===== src/rtl/pirt_pkg.sv =====
// Package: shared types, constants and codes of the PCI INTx route table.
`timescale 1ns / 1ps
`default_nettype none
package pirt_pkg;

  // Table depth default
  localparam int ROUTE_ENTRIES_DEF = 32;

  // Configuration register reset values
  localparam logic [31:0] ADDRESS_MASK_RESET = 32'h0000_1800;
  localparam logic [7:0]  PIN_MASK_RESET     = 8'h07;

  // Highest legal interrupt pin (INTD)
  localparam logic [7:0] PIN_MAX = 8'd4;

  // Width of the configuration register index
  localparam int CFG_INDEX_W = 8;

  // Item kinds
  typedef enum logic [0:0] {
    OP_ADD    = 1'b0,
    OP_LOOKUP = 1'b1
  } op_t;

  // Configuration register indexes
  typedef enum logic [CFG_INDEX_W-1:0] {
    REG_ADDRESS_MASK = 8'd0,
    REG_PIN_MASK     = 8'd1
  } reg_index_t;

  // Current masks handed from the top level to the controller
  typedef struct packed {
    logic [31:0] address_mask;
    logic [7:0]  pin_mask;
  } cfg_t;

  // One stored route
  typedef struct packed {
    logic [31:0] address;
    logic [7:0]  pin;
    logic [31:0] irq;
  } route_entry_t;

  localparam int ENTRY_W = $bits(route_entry_t);

endpackage
`default_nettype wire


===== src/rtl/pirt_if.sv =====
// Interfaces: input, result and configuration channels of the route table.
`timescale 1ns / 1ps
`default_nettype none
interface pirt_in_if;
  logic        valid;
  logic        ready;
  logic [0:0]  operation;
  logic [31:0] child_address;
  logic [7:0]  bus_number;
  logic [4:0]  device_number;
  logic [2:0]  function_number;
  logic [7:0]  pin;
  logic [31:0] irq_number;

  modport source (
    output valid, operation, child_address, bus_number, device_number,
           function_number, pin, irq_number,
    input  ready
  );
  modport sink (
    input  valid, operation, child_address, bus_number, device_number,
           function_number, pin, irq_number,
    output ready
  );
endinterface

interface pirt_out_if;
  logic        valid;
  logic        ready;
  logic [0:0]  accepted;
  logic [31:0] found_irq;

  modport source (output valid, accepted, found_irq, input ready);
  modport sink (input valid, accepted, found_irq, output ready);
endinterface

interface pirt_cfg_if;
  logic                             valid;
  logic                             ready;
  logic [pirt_pkg::CFG_INDEX_W-1:0] index;
  logic [31:0]                      data;

  modport source (output valid, index, data, input ready);
  modport sink (input valid, index, data, output ready);
endinterface
`default_nettype wire


===== src/rtl/pirt_ram.sv =====
// Generic single-port-write, single-port-read RAM with registered read data.
`timescale 1ns / 1ps
`default_nettype none
module pirt_ram #(
  parameter int WIDTH  = 8,
  parameter int DEPTH  = 32,
  parameter int ADDR_W = (DEPTH > 1) ? $clog2(DEPTH) : 1
) (
  input  wire logic              clk,
  input  wire logic              we,
  input  wire logic [ADDR_W-1:0] waddr,
  input  wire logic [WIDTH-1:0]  wdata,
  input  wire logic              re,
  input  wire logic [ADDR_W-1:0] raddr,
  output logic      [WIDTH-1:0]  rdata
);

  logic [WIDTH-1:0] mem [DEPTH];

  // Write port, then registered read port
  always_ff @(posedge clk) begin
    if (we) begin
      mem[waddr] <= wdata;
    end
    if (re) begin
      rdata <= mem[raddr];
    end
  end

endmodule
`default_nettype wire


===== src/rtl/pirt_ctrl.sv =====
// Controller: stores routes, scans the route memory for lookups, holds the result.
`timescale 1ns / 1ps
`default_nettype none
module pirt_ctrl #(
  parameter int ROUTE_ENTRIES = pirt_pkg::ROUTE_ENTRIES_DEF,
  parameter int ADDR_W        = (ROUTE_ENTRIES > 1) ? $clog2(ROUTE_ENTRIES) : 1,
  parameter int CNT_W         = $clog2(ROUTE_ENTRIES + 1)
) (
  input  wire logic                          clk,
  input  wire logic                          rst_n,
  input  wire pirt_pkg::cfg_t                cfg,
  pirt_in_if.sink                            in_ch,
  pirt_out_if.source                         out_ch,
  output logic                               mem_we,
  output logic      [ADDR_W-1:0]             mem_waddr,
  output pirt_pkg::route_entry_t             mem_wdata,
  output logic                               mem_re,
  output logic      [ADDR_W-1:0]             mem_raddr,
  input  wire pirt_pkg::route_entry_t        mem_rdata
);

  typedef enum logic [0:0] {
    ST_IDLE,
    ST_SCAN
  } state_t;

  localparam logic [CNT_W-1:0] FULL_COUNT = CNT_W'(ROUTE_ENTRIES);

  state_t             state_r, state_nxt;
  logic [CNT_W-1:0]   count_r, count_nxt;
  logic [CNT_W-1:0]   idx_r, idx_nxt;
  logic               pend_r, pend_nxt;
  logic [31:0]        key_addr_r, key_addr_nxt;
  logic [7:0]         key_pin_r, key_pin_nxt;
  logic               out_valid_r, out_valid_nxt;
  logic               out_accepted_r, out_accepted_nxt;
  logic [31:0]        out_irq_r, out_irq_nxt;

  logic               in_fire;
  logic               add_ok;
  logic               hit;
  logic [31:0]        lookup_addr;

  assign in_ch.ready      = (state_r == ST_IDLE) && (!out_valid_r || out_ch.ready);
  assign in_fire          = in_ch.valid && in_ch.ready;
  assign out_ch.valid     = out_valid_r;
  assign out_ch.accepted  = out_accepted_r;
  assign out_ch.found_irq = out_irq_r;

  // Legal pin, nonzero interrupt and room left
  assign add_ok = (in_ch.pin != 8'd0) && (in_ch.pin <= pirt_pkg::PIN_MAX) &&
                  (in_ch.irq_number != 32'd0) && (count_r < FULL_COUNT);

  // Address word of the function being looked up
  assign lookup_addr = {8'd0, in_ch.bus_number, in_ch.device_number,
                        in_ch.function_number, 8'd0};

  // Write the new route at the fill position
  assign mem_we            = in_fire && (in_ch.operation == pirt_pkg::OP_ADD) && add_ok;
  assign mem_waddr         = count_r[ADDR_W-1:0];
  assign mem_wdata.address = in_ch.child_address & cfg.address_mask;
  assign mem_wdata.pin     = in_ch.pin & cfg.pin_mask;
  assign mem_wdata.irq     = in_ch.irq_number;

  // Scan reads one entry a cycle; the entry read last cycle is compared now
  assign mem_re    = (state_r == ST_SCAN) && (idx_r < count_r);
  assign mem_raddr = idx_r[ADDR_W-1:0];
  assign hit       = pend_r && (mem_rdata.address == key_addr_r) &&
                     (mem_rdata.pin == key_pin_r);

  always_comb begin
    state_nxt        = state_r;
    count_nxt        = count_r;
    idx_nxt          = idx_r;
    pend_nxt         = pend_r;
    key_addr_nxt     = key_addr_r;
    key_pin_nxt      = key_pin_r;
    out_valid_nxt    = out_valid_r && !out_ch.ready;
    out_accepted_nxt = out_accepted_r;
    out_irq_nxt      = out_irq_r;
    unique case (state_r)
      ST_IDLE: begin
        if (in_fire) begin
          if (in_ch.operation == pirt_pkg::OP_ADD) begin
            // Add: answer at once
            out_valid_nxt    = 1'b1;
            out_accepted_nxt = add_ok;
            out_irq_nxt      = 32'd0;
            if (add_ok) begin
              count_nxt = count_r + CNT_W'(1);
            end
          end else begin
            // Lookup: latch the masked key and start the scan
            key_addr_nxt = lookup_addr & cfg.address_mask;
            key_pin_nxt  = in_ch.pin & cfg.pin_mask;
            idx_nxt      = '0;
            pend_nxt     = 1'b0;
            state_nxt    = ST_SCAN;
          end
        end
      end
      ST_SCAN: begin
        idx_nxt  = mem_re ? idx_r + CNT_W'(1) : idx_r;
        pend_nxt = mem_re;
        if (hit) begin
          out_valid_nxt    = 1'b1;
          out_accepted_nxt = 1'b0;
          out_irq_nxt      = mem_rdata.irq;
          pend_nxt         = 1'b0;
          state_nxt        = ST_IDLE;
        end else if (!pend_r && !mem_re) begin
          // All stored entries checked, no route
          out_valid_nxt    = 1'b1;
          out_accepted_nxt = 1'b0;
          out_irq_nxt      = 32'd0;
          state_nxt        = ST_IDLE;
        end
      end
      default: begin
        state_nxt = ST_IDLE;
      end
    endcase
  end

  // State, counters and the result register
  always_ff @(posedge clk) begin
    if (!rst_n) begin
      state_r     <= ST_IDLE;
      count_r     <= '0;
      idx_r       <= '0;
      pend_r      <= 1'b0;
      out_valid_r <= 1'b0;
    end else begin
      state_r     <= state_nxt;
      count_r     <= count_nxt;
      idx_r       <= idx_nxt;
      pend_r      <= pend_nxt;
      out_valid_r <= out_valid_nxt;
    end
    key_addr_r     <= key_addr_nxt;
    key_pin_r      <= key_pin_nxt;
    out_accepted_r <= out_accepted_nxt;
    out_irq_r      <= out_irq_nxt;
  end

`ifndef NO_ASSERTIONS
  a_count_bound: assert property (@(posedge clk) disable iff (!rst_n)
    count_r <= FULL_COUNT)
    else $error("entry count beyond table depth");

  a_write_idle: assert property (@(posedge clk) disable iff (!rst_n)
    mem_we |-> (state_r == ST_IDLE) && (count_r < FULL_COUNT))
    else $error("route write outside idle or into full table");

  a_scan_blocks_input: assert property (@(posedge clk) disable iff (!rst_n)
    (state_r == ST_SCAN) |-> !in_ch.ready && !out_valid_r)
    else $error("input taken or result pending during scan");

  a_result_kind: assert property (@(posedge clk) disable iff (!rst_n)
    out_valid_r |-> !(out_accepted_r && (out_irq_r != 32'd0)))
    else $error("result carries both add status and an interrupt");

  a_count_stable_scan: assert property (@(posedge clk) disable iff (!rst_n)
    (state_r == ST_SCAN) |=> $stable(count_r))
    else $error("entry count changed during scan");
`endif

endmodule
`default_nettype wire


===== src/rtl/pci_intx_route_table.sv =====
// Top level: PCI INTx route table with configuration registers and route memory.
// Add item: result registered at acceptance; a new item can follow each cycle while
//   the result side takes results. Lookup item: the scan reads one route memory
//   entry per cycle until a match or the last stored entry; input held meanwhile.
// Reset: entry count cleared, masks return to 0x1800 and 0x7; route memory
//   is not cleared, entries at or above the count are never read.
`timescale 1ns / 1ps
`default_nettype none
module pci_intx_route_table #(
  parameter int ROUTE_ENTRIES = pirt_pkg::ROUTE_ENTRIES_DEF
) (
  input  wire logic   clk,
  input  wire logic   rst_n,
  pirt_in_if.sink     in_ch,
  pirt_out_if.source  out_ch,
  pirt_cfg_if.sink    cfg_ch
);

  localparam int ADDR_W = (ROUTE_ENTRIES > 1) ? $clog2(ROUTE_ENTRIES) : 1;
  localparam int CNT_W  = $clog2(ROUTE_ENTRIES + 1);

  pirt_pkg::cfg_t          cfg_r;
  logic                    mem_we;
  logic [ADDR_W-1:0]       mem_waddr;
  pirt_pkg::route_entry_t  mem_wdata;
  logic                    mem_re;
  logic [ADDR_W-1:0]       mem_raddr;
  pirt_pkg::route_entry_t  mem_rdata;

  assign cfg_ch.ready = 1'b1;

  // Configuration registers; unknown indexes are dropped
  always_ff @(posedge clk) begin
    if (!rst_n) begin
      cfg_r.address_mask <= pirt_pkg::ADDRESS_MASK_RESET;
      cfg_r.pin_mask     <= pirt_pkg::PIN_MASK_RESET;
    end else if (cfg_ch.valid && cfg_ch.ready) begin
      priority if (cfg_ch.index == pirt_pkg::REG_ADDRESS_MASK) begin
        cfg_r.address_mask <= cfg_ch.data;
      end else if (cfg_ch.index == pirt_pkg::REG_PIN_MASK) begin
        cfg_r.pin_mask <= cfg_ch.data[7:0];
      end
    end
  end

  pirt_ctrl #(
    .ROUTE_ENTRIES (ROUTE_ENTRIES),
    .ADDR_W        (ADDR_W),
    .CNT_W         (CNT_W)
  ) u_ctrl (
    .clk       (clk),
    .rst_n     (rst_n),
    .cfg       (cfg_r),
    .in_ch     (in_ch),
    .out_ch    (out_ch),
    .mem_we    (mem_we),
    .mem_waddr (mem_waddr),
    .mem_wdata (mem_wdata),
    .mem_re    (mem_re),
    .mem_raddr (mem_raddr),
    .mem_rdata (mem_rdata)
  );

  pirt_ram #(
    .WIDTH  (pirt_pkg::ENTRY_W),
    .DEPTH  (ROUTE_ENTRIES),
    .ADDR_W (ADDR_W)
  ) u_route_mem (
    .clk   (clk),
    .we    (mem_we),
    .waddr (mem_waddr),
    .wdata (mem_wdata),
    .re    (mem_re),
    .raddr (mem_raddr),
    .rdata (mem_rdata)
  );

endmodule
`default_nettype wire


===== src/flat_wrapper.sv =====
// flat-port wrapper written by rule: the top's interface ports become plain ports
module pci_intx_route_table_flat 
#(
  parameter int ROUTE_ENTRIES = pirt_pkg::ROUTE_ENTRIES_DEF
)
  (clk, rst_n, in_ch_valid, in_ch_operation, in_ch_child_address, in_ch_bus_number, in_ch_device_number, in_ch_function_number, in_ch_pin, in_ch_irq_number, in_ch_ready, out_ch_valid, out_ch_accepted, out_ch_found_irq, out_ch_ready, cfg_ch_valid, cfg_ch_index, cfg_ch_data, cfg_ch_ready);
  pirt_in_if in_ch_i ();
  pirt_out_if out_ch_i ();
  pirt_cfg_if cfg_ch_i ();
  input  wire logic clk;
  input  wire logic rst_n;
  input wire logic [$bits(in_ch_i.valid)-1:0] in_ch_valid;
  input wire logic [$bits(in_ch_i.operation)-1:0] in_ch_operation;
  input wire logic [$bits(in_ch_i.child_address)-1:0] in_ch_child_address;
  input wire logic [$bits(in_ch_i.bus_number)-1:0] in_ch_bus_number;
  input wire logic [$bits(in_ch_i.device_number)-1:0] in_ch_device_number;
  input wire logic [$bits(in_ch_i.function_number)-1:0] in_ch_function_number;
  input wire logic [$bits(in_ch_i.pin)-1:0] in_ch_pin;
  input wire logic [$bits(in_ch_i.irq_number)-1:0] in_ch_irq_number;
  output wire logic [$bits(in_ch_i.ready)-1:0] in_ch_ready;
  output wire logic [$bits(out_ch_i.valid)-1:0] out_ch_valid;
  output wire logic [$bits(out_ch_i.accepted)-1:0] out_ch_accepted;
  output wire logic [$bits(out_ch_i.found_irq)-1:0] out_ch_found_irq;
  input wire logic [$bits(out_ch_i.ready)-1:0] out_ch_ready;
  input wire logic [$bits(cfg_ch_i.valid)-1:0] cfg_ch_valid;
  input wire logic [$bits(cfg_ch_i.index)-1:0] cfg_ch_index;
  input wire logic [$bits(cfg_ch_i.data)-1:0] cfg_ch_data;
  output wire logic [$bits(cfg_ch_i.ready)-1:0] cfg_ch_ready;
  assign in_ch_i.valid = in_ch_valid;
  assign in_ch_i.operation = in_ch_operation;
  assign in_ch_i.child_address = in_ch_child_address;
  assign in_ch_i.bus_number = in_ch_bus_number;
  assign in_ch_i.device_number = in_ch_device_number;
  assign in_ch_i.function_number = in_ch_function_number;
  assign in_ch_i.pin = in_ch_pin;
  assign in_ch_i.irq_number = in_ch_irq_number;
  assign in_ch_ready = in_ch_i.ready;
  assign out_ch_valid = out_ch_i.valid;
  assign out_ch_accepted = out_ch_i.accepted;
  assign out_ch_found_irq = out_ch_i.found_irq;
  assign out_ch_i.ready = out_ch_ready;
  assign cfg_ch_i.valid = cfg_ch_valid;
  assign cfg_ch_i.index = cfg_ch_index;
  assign cfg_ch_i.data = cfg_ch_data;
  assign cfg_ch_ready = cfg_ch_i.ready;
  pci_intx_route_table #(.ROUTE_ENTRIES(ROUTE_ENTRIES)) u_core (.clk(clk), .rst_n(rst_n), .in_ch(in_ch_i), .out_ch(out_ch_i), .cfg_ch(cfg_ch_i));
endmodule

===== config.mk =====
export PLATFORM = sky130hd
export DESIGN_NAME = pci_intx_route_table_flat
export DESIGN_NICKNAME = d
export VERILOG_FILES = /design/src/rtl/pirt_pkg.sv /design/src/rtl/pirt_if.sv /design/src/rtl/pirt_ram.sv /design/src/rtl/pirt_ctrl.sv /design/src/rtl/pci_intx_route_table.sv /design/src/flat_wrapper.sv
export SDC_FILE = /design/constraint.sdc
export NUM_CORES = 2
export LEC_CHECK = 0
export BUFFER_PORTS_ARGS = -buffer_cell sky130_fd_sc_hd__buf_2
export CAP_MARGIN = 20
export CORE_ASPECT_RATIO = 1.75
export CORE_MARGIN = 1
export CORE_UTILIZATION = 45
export CTS_BUF_LIST = sky130_fd_sc_hd__clkbuf_4
export DETAILED_ROUTE_END_ITERATION = 8
export GPL_TIMING_DRIVEN = 0
export HOLD_SLACK_MARGIN = 0.12
export PLACE_DENSITY = 0.67
export RECOVER_POWER = 25
export REMOVE_ABC_BUFFERS = 1
export SYNTH_ARGS = -nofsm -noshare
export SYNTH_HDL_FRONTEND = slang
export SYNTH_SLANG_ARGS = --single-unit

===== constraint.sdc =====
create_clock -name clk -period 5.4 [get_ports clk]
set_input_delay 0.81 -clock clk [delete_from_list [all_inputs] [get_ports clk]]
set_output_delay 0.81 -clock clk [all_outputs]
set_load 0.05 [all_outputs]

==> impl_metrics.tcl <==
set metrics [dict create \
    outcome "complete, but fails checks" \
    violations "max-capacitance violations, max-slew violations" \
    via_per_inst 6.02 \
    min-delay-start "in_ch_valid" \
    synthArstFlopShare 0 \
    synth.distinct_cells 58 \
    arrival_ns 5.82 \
    rsz0062_at_grt "no" \
    finClkSkew_ns 0.0958 \
    antenna_found_initial 8 \
    gp_congestion 0.735 \
    clk_latency_ns 1.18 \
    layout.nets 5170 \
    fp.dieH_um 607 \
    fmax_ghz 0.199 \
    cts_max_level 6 \
    grt_max_degree 59 \
    ys_seq_elements 2488 \
    drc_errors 0 \
    fill_cells 15877 \
    place_ws_ns 0.304 \
    cts_tree "done" \
    layout_common_cells "edfxtp_1, clkbuf_4, mux4_2, buf_2, o22ai_1" \
    rr_startpoint "u_core.u_ctrl.count_r[5]$_SDFFE_PN0P_" \
    setup_tns_ns 0 \
    grt_util_all_layers 0.232 \
    num_vias 48736 \
    setup_viol 0 \
    finalHoldViolations 0 \
    synth_top_area_cell "edfxtp_1" \
    crit_type "in2reg" \
    yosysSeqAreaShare 0.787 \
    holdCritPathClass "in2reg" \
    syn-instance-count 4213 \
    worstPathMaxFanout 33 \
    final_common_cell "edfxtp_1" \
    synthFlopType "edfxtp_1" \
    worstPathRequired_ns 6.19 \
    initial_core_util 0.454 \
    peakVddDrop_mv 0.208 \
    drt_iter0_markers 5428 \
    regToRegSetupSlack_ns 0.68 \
    cts_buffers 572 \
    slowest_delay_ns 1.01 \
    power.density_mw_per_mm2 328 \
    syn_avg_cell_area_um2 22.4 \
    p_leak_uw 0.0355 \
    die-area_mm2 0.211 \
    period_needed_ns 5.03 \
    fp.coreArea_mm2 0.207 \
    ant_nets 0 \
    setup_slack_ns 0.371 \
    worst_pin_slew_ns 1.61 \
    synth_edf_count 2433 \
    maxSlewViolCount 100 \
    r2r_cells 8 \
    grt_pass1_wl_um 348000 \
    path_cells "dlygate4sd3_1 > clkbuf_1 > nor4_1 > and4_1 > a211oi_2 > nand2_1 > nor2_4 > buf_12 > buf_12 > buf_12" \
    min_path_cells 3 \
    critical_path.most_common_cell "buf_12" \
    area_delta_synth_final_pct 16.6 \
    worst_setup_path_start_kind "input pin" \
    hold_slack_ns 0.286 \
    cts_root_buffer "clkbuf_4" \
    totalPowerFinal_uw 36100 \
    max_cap_violations 3 \
    finalWirelength_um 245000 \
    cts.sinks 2488 \
    port_buffers 168 \
    path_clk_slew_ns 0.07 \
    final_util 0.530 \
    min_period_over_period 0.931 \
    postCtsResizedCells 0 \
    whs_endpoint "u_core.u_ctrl.idx_r[4]$_SDFFE_PN0P_" \
    hpwl_um 150000 \
    cp_slowest_cell "clkbuf_1" \
    netlist_area_mm2 0.0942 \
    max_slew_margin -0.0748 \
    dr.pass1.iters 6 \
    wl_per_cell_um 30.2 \
    grt_overflow 0 \
    clk_path_buf_depth 4 \
    ys_warn_count 0 \
    grt_pass1_vias 50380 \
    fp.dieW_um 348 \
    cp-end-kind "flop" \
    row_count 221 \
    synth_top_area_share 0.776 \
    synth.area.top_cells "edfxtp_1, mux4_2, dfxtp_1, o22ai_1, a211oi_1" \
    r2r_end "u_core.u_route_mem.mem[9][63]$_DFFE_PP_" \
    drive_gt1_frac 0.345 \
    ioPinCount 170 \
    cp-startpoint "in_ch_irq_number[29]" \
]
==> state kept, by name, indices dropped and copies added, names as in the netlist <==
register,cells
u_core.u_ctrl.key_addr_r,16
u_core.u_ctrl.pend_r,1
u_core.u_ctrl.key_pin_r,8
u_core.u_route_mem.mem,2304
u_core.cfg_r,40
u_core.u_ctrl.out_ch.accepted,1
u_core.u_ctrl.state_r,1
u_core.u_ctrl.idx_r,6
u_core.u_route_mem.rdata,72
u_core.u_ctrl.out_ch.valid,1
u_core.u_ctrl.count_r,6
u_core.u_ctrl.out_ch.found_irq,32
==> cell type report <==
class                           instances  area, um^2  share of cell area
Sequential cell                      2488       74200               0.675
Multi-Input combinational cell       1488       19200               0.174
Timing Repair Buffer                  467        6020              0.0548
Clock buffer                          797        5980              0.0545
Tap cell                             2676        3350              0.0305
Clock inverter                        167        1090             0.00991
Inverter                                9        35.0            0.000319
Antenna cell                            6        15.0            0.000137
==> worst max-delay path, delay by kind of cell <==
family                 cells  cell delay [ns]
and+or+nand+nor            4             2.26
buffers and inverters      5             2.31
AOI/OAI and AO/OA          1             0.38
==> cells in the mapped netlist, types with 10 or more instances <==
cell	instances
edfxtp_1	2433
mux4_2	576
o22ai_1	137
clkbuf_1	109
a211oi_1	100
nor2b_1	100
nand2_1	90
and2_1	64
dfxtp_1	55
nor2_1	53
buf_4	51
nor4_1	45
o21ai_0	39
or3_1	39
a21oi_1	34
o221ai_1	33
buf_1	31
buf_2	27
xnor2_1	26
and2_2	25
mux2i_1	22
nand4_1	16
mux2_2	14
nand3_1	14
ha_1	10
==> through the flow <==
stage                     std cells  instance area (um^2)
after floorplan                3985                 93000
after global placement         6829                 97200
after detailed placement       7017                102000
after CTS                      8079                110000
after global routing           8096                110000
final                          8098                110000
==> worst max path at each step <==
| stage | end | slack [ns] | cells past startpoint |
|---|---|---|---|
| floorplan | u_core.u_ctrl.out_ch.accepted$_SDFFCE_PP0P_ | -21.53 | 5 |
| global placement | u_core.u_ctrl.out_ch.found_irq[28]$_SDFFCE_PN0P_ | -36.01 | 5 |
| detailed placement | u_core.u_route_mem.mem[9][63]$_DFFE_PP_ | 0.30 | 9 |
| CTS | u_core.u_route_mem.mem[9][63]$_DFFE_PP_ | 0.74 | 8 |
| global route | u_core.u_route_mem.mem[9][63]$_DFFE_PP_ | 0.34 | 10 |
| finish | u_core.u_route_mem.mem[9][63]$_DFFE_PP_ | 0.37 | 10 |
==> where the power goes <==
group | switching (uW) | total (uW) | internal (uW)
registers | 11.0 | 21000 | 21000
logic | 292 | 401 | 109
clock network | 7180 | 14600 | 7420
==> timing repair <==
item	CTS	global route
setup buffers	0	0
hold endpoints to repair	1062	0
hold buffers	98	0
==> logic make-up (layout without fill, tap and decap cells) <==
group / count (synthesis) / count (layout) / share of synthesized area
compound gates: 369 / 369 / 0.0266
xor+xnor: 26 / 26 / 0.00242
fa+ha+maj: 10 / 10 / 0.00133
buf+inv: 237 / 1440 / 0.0124
flops: 2488 / 2488 / 0.787
mux: 612 / 612 / 0.142
other cells: 1 / 7 / 0.0000398
simple gates: 470 / 470 / 0.0280
==> layer usage <==
metal | wire [um] | up-vias | global-route usage
met2 | 126000 | 2728 | 0.398
met1 | 89100 | 25614 | 0.292
li1 | - | 19865 | -
met5 | 30 | - | 0
met4 | 8630 | 4 | 0.0935
met3 | 21000 | 525 | 0.0431
No activity file was read; power rests on OpenSTA's default activity.
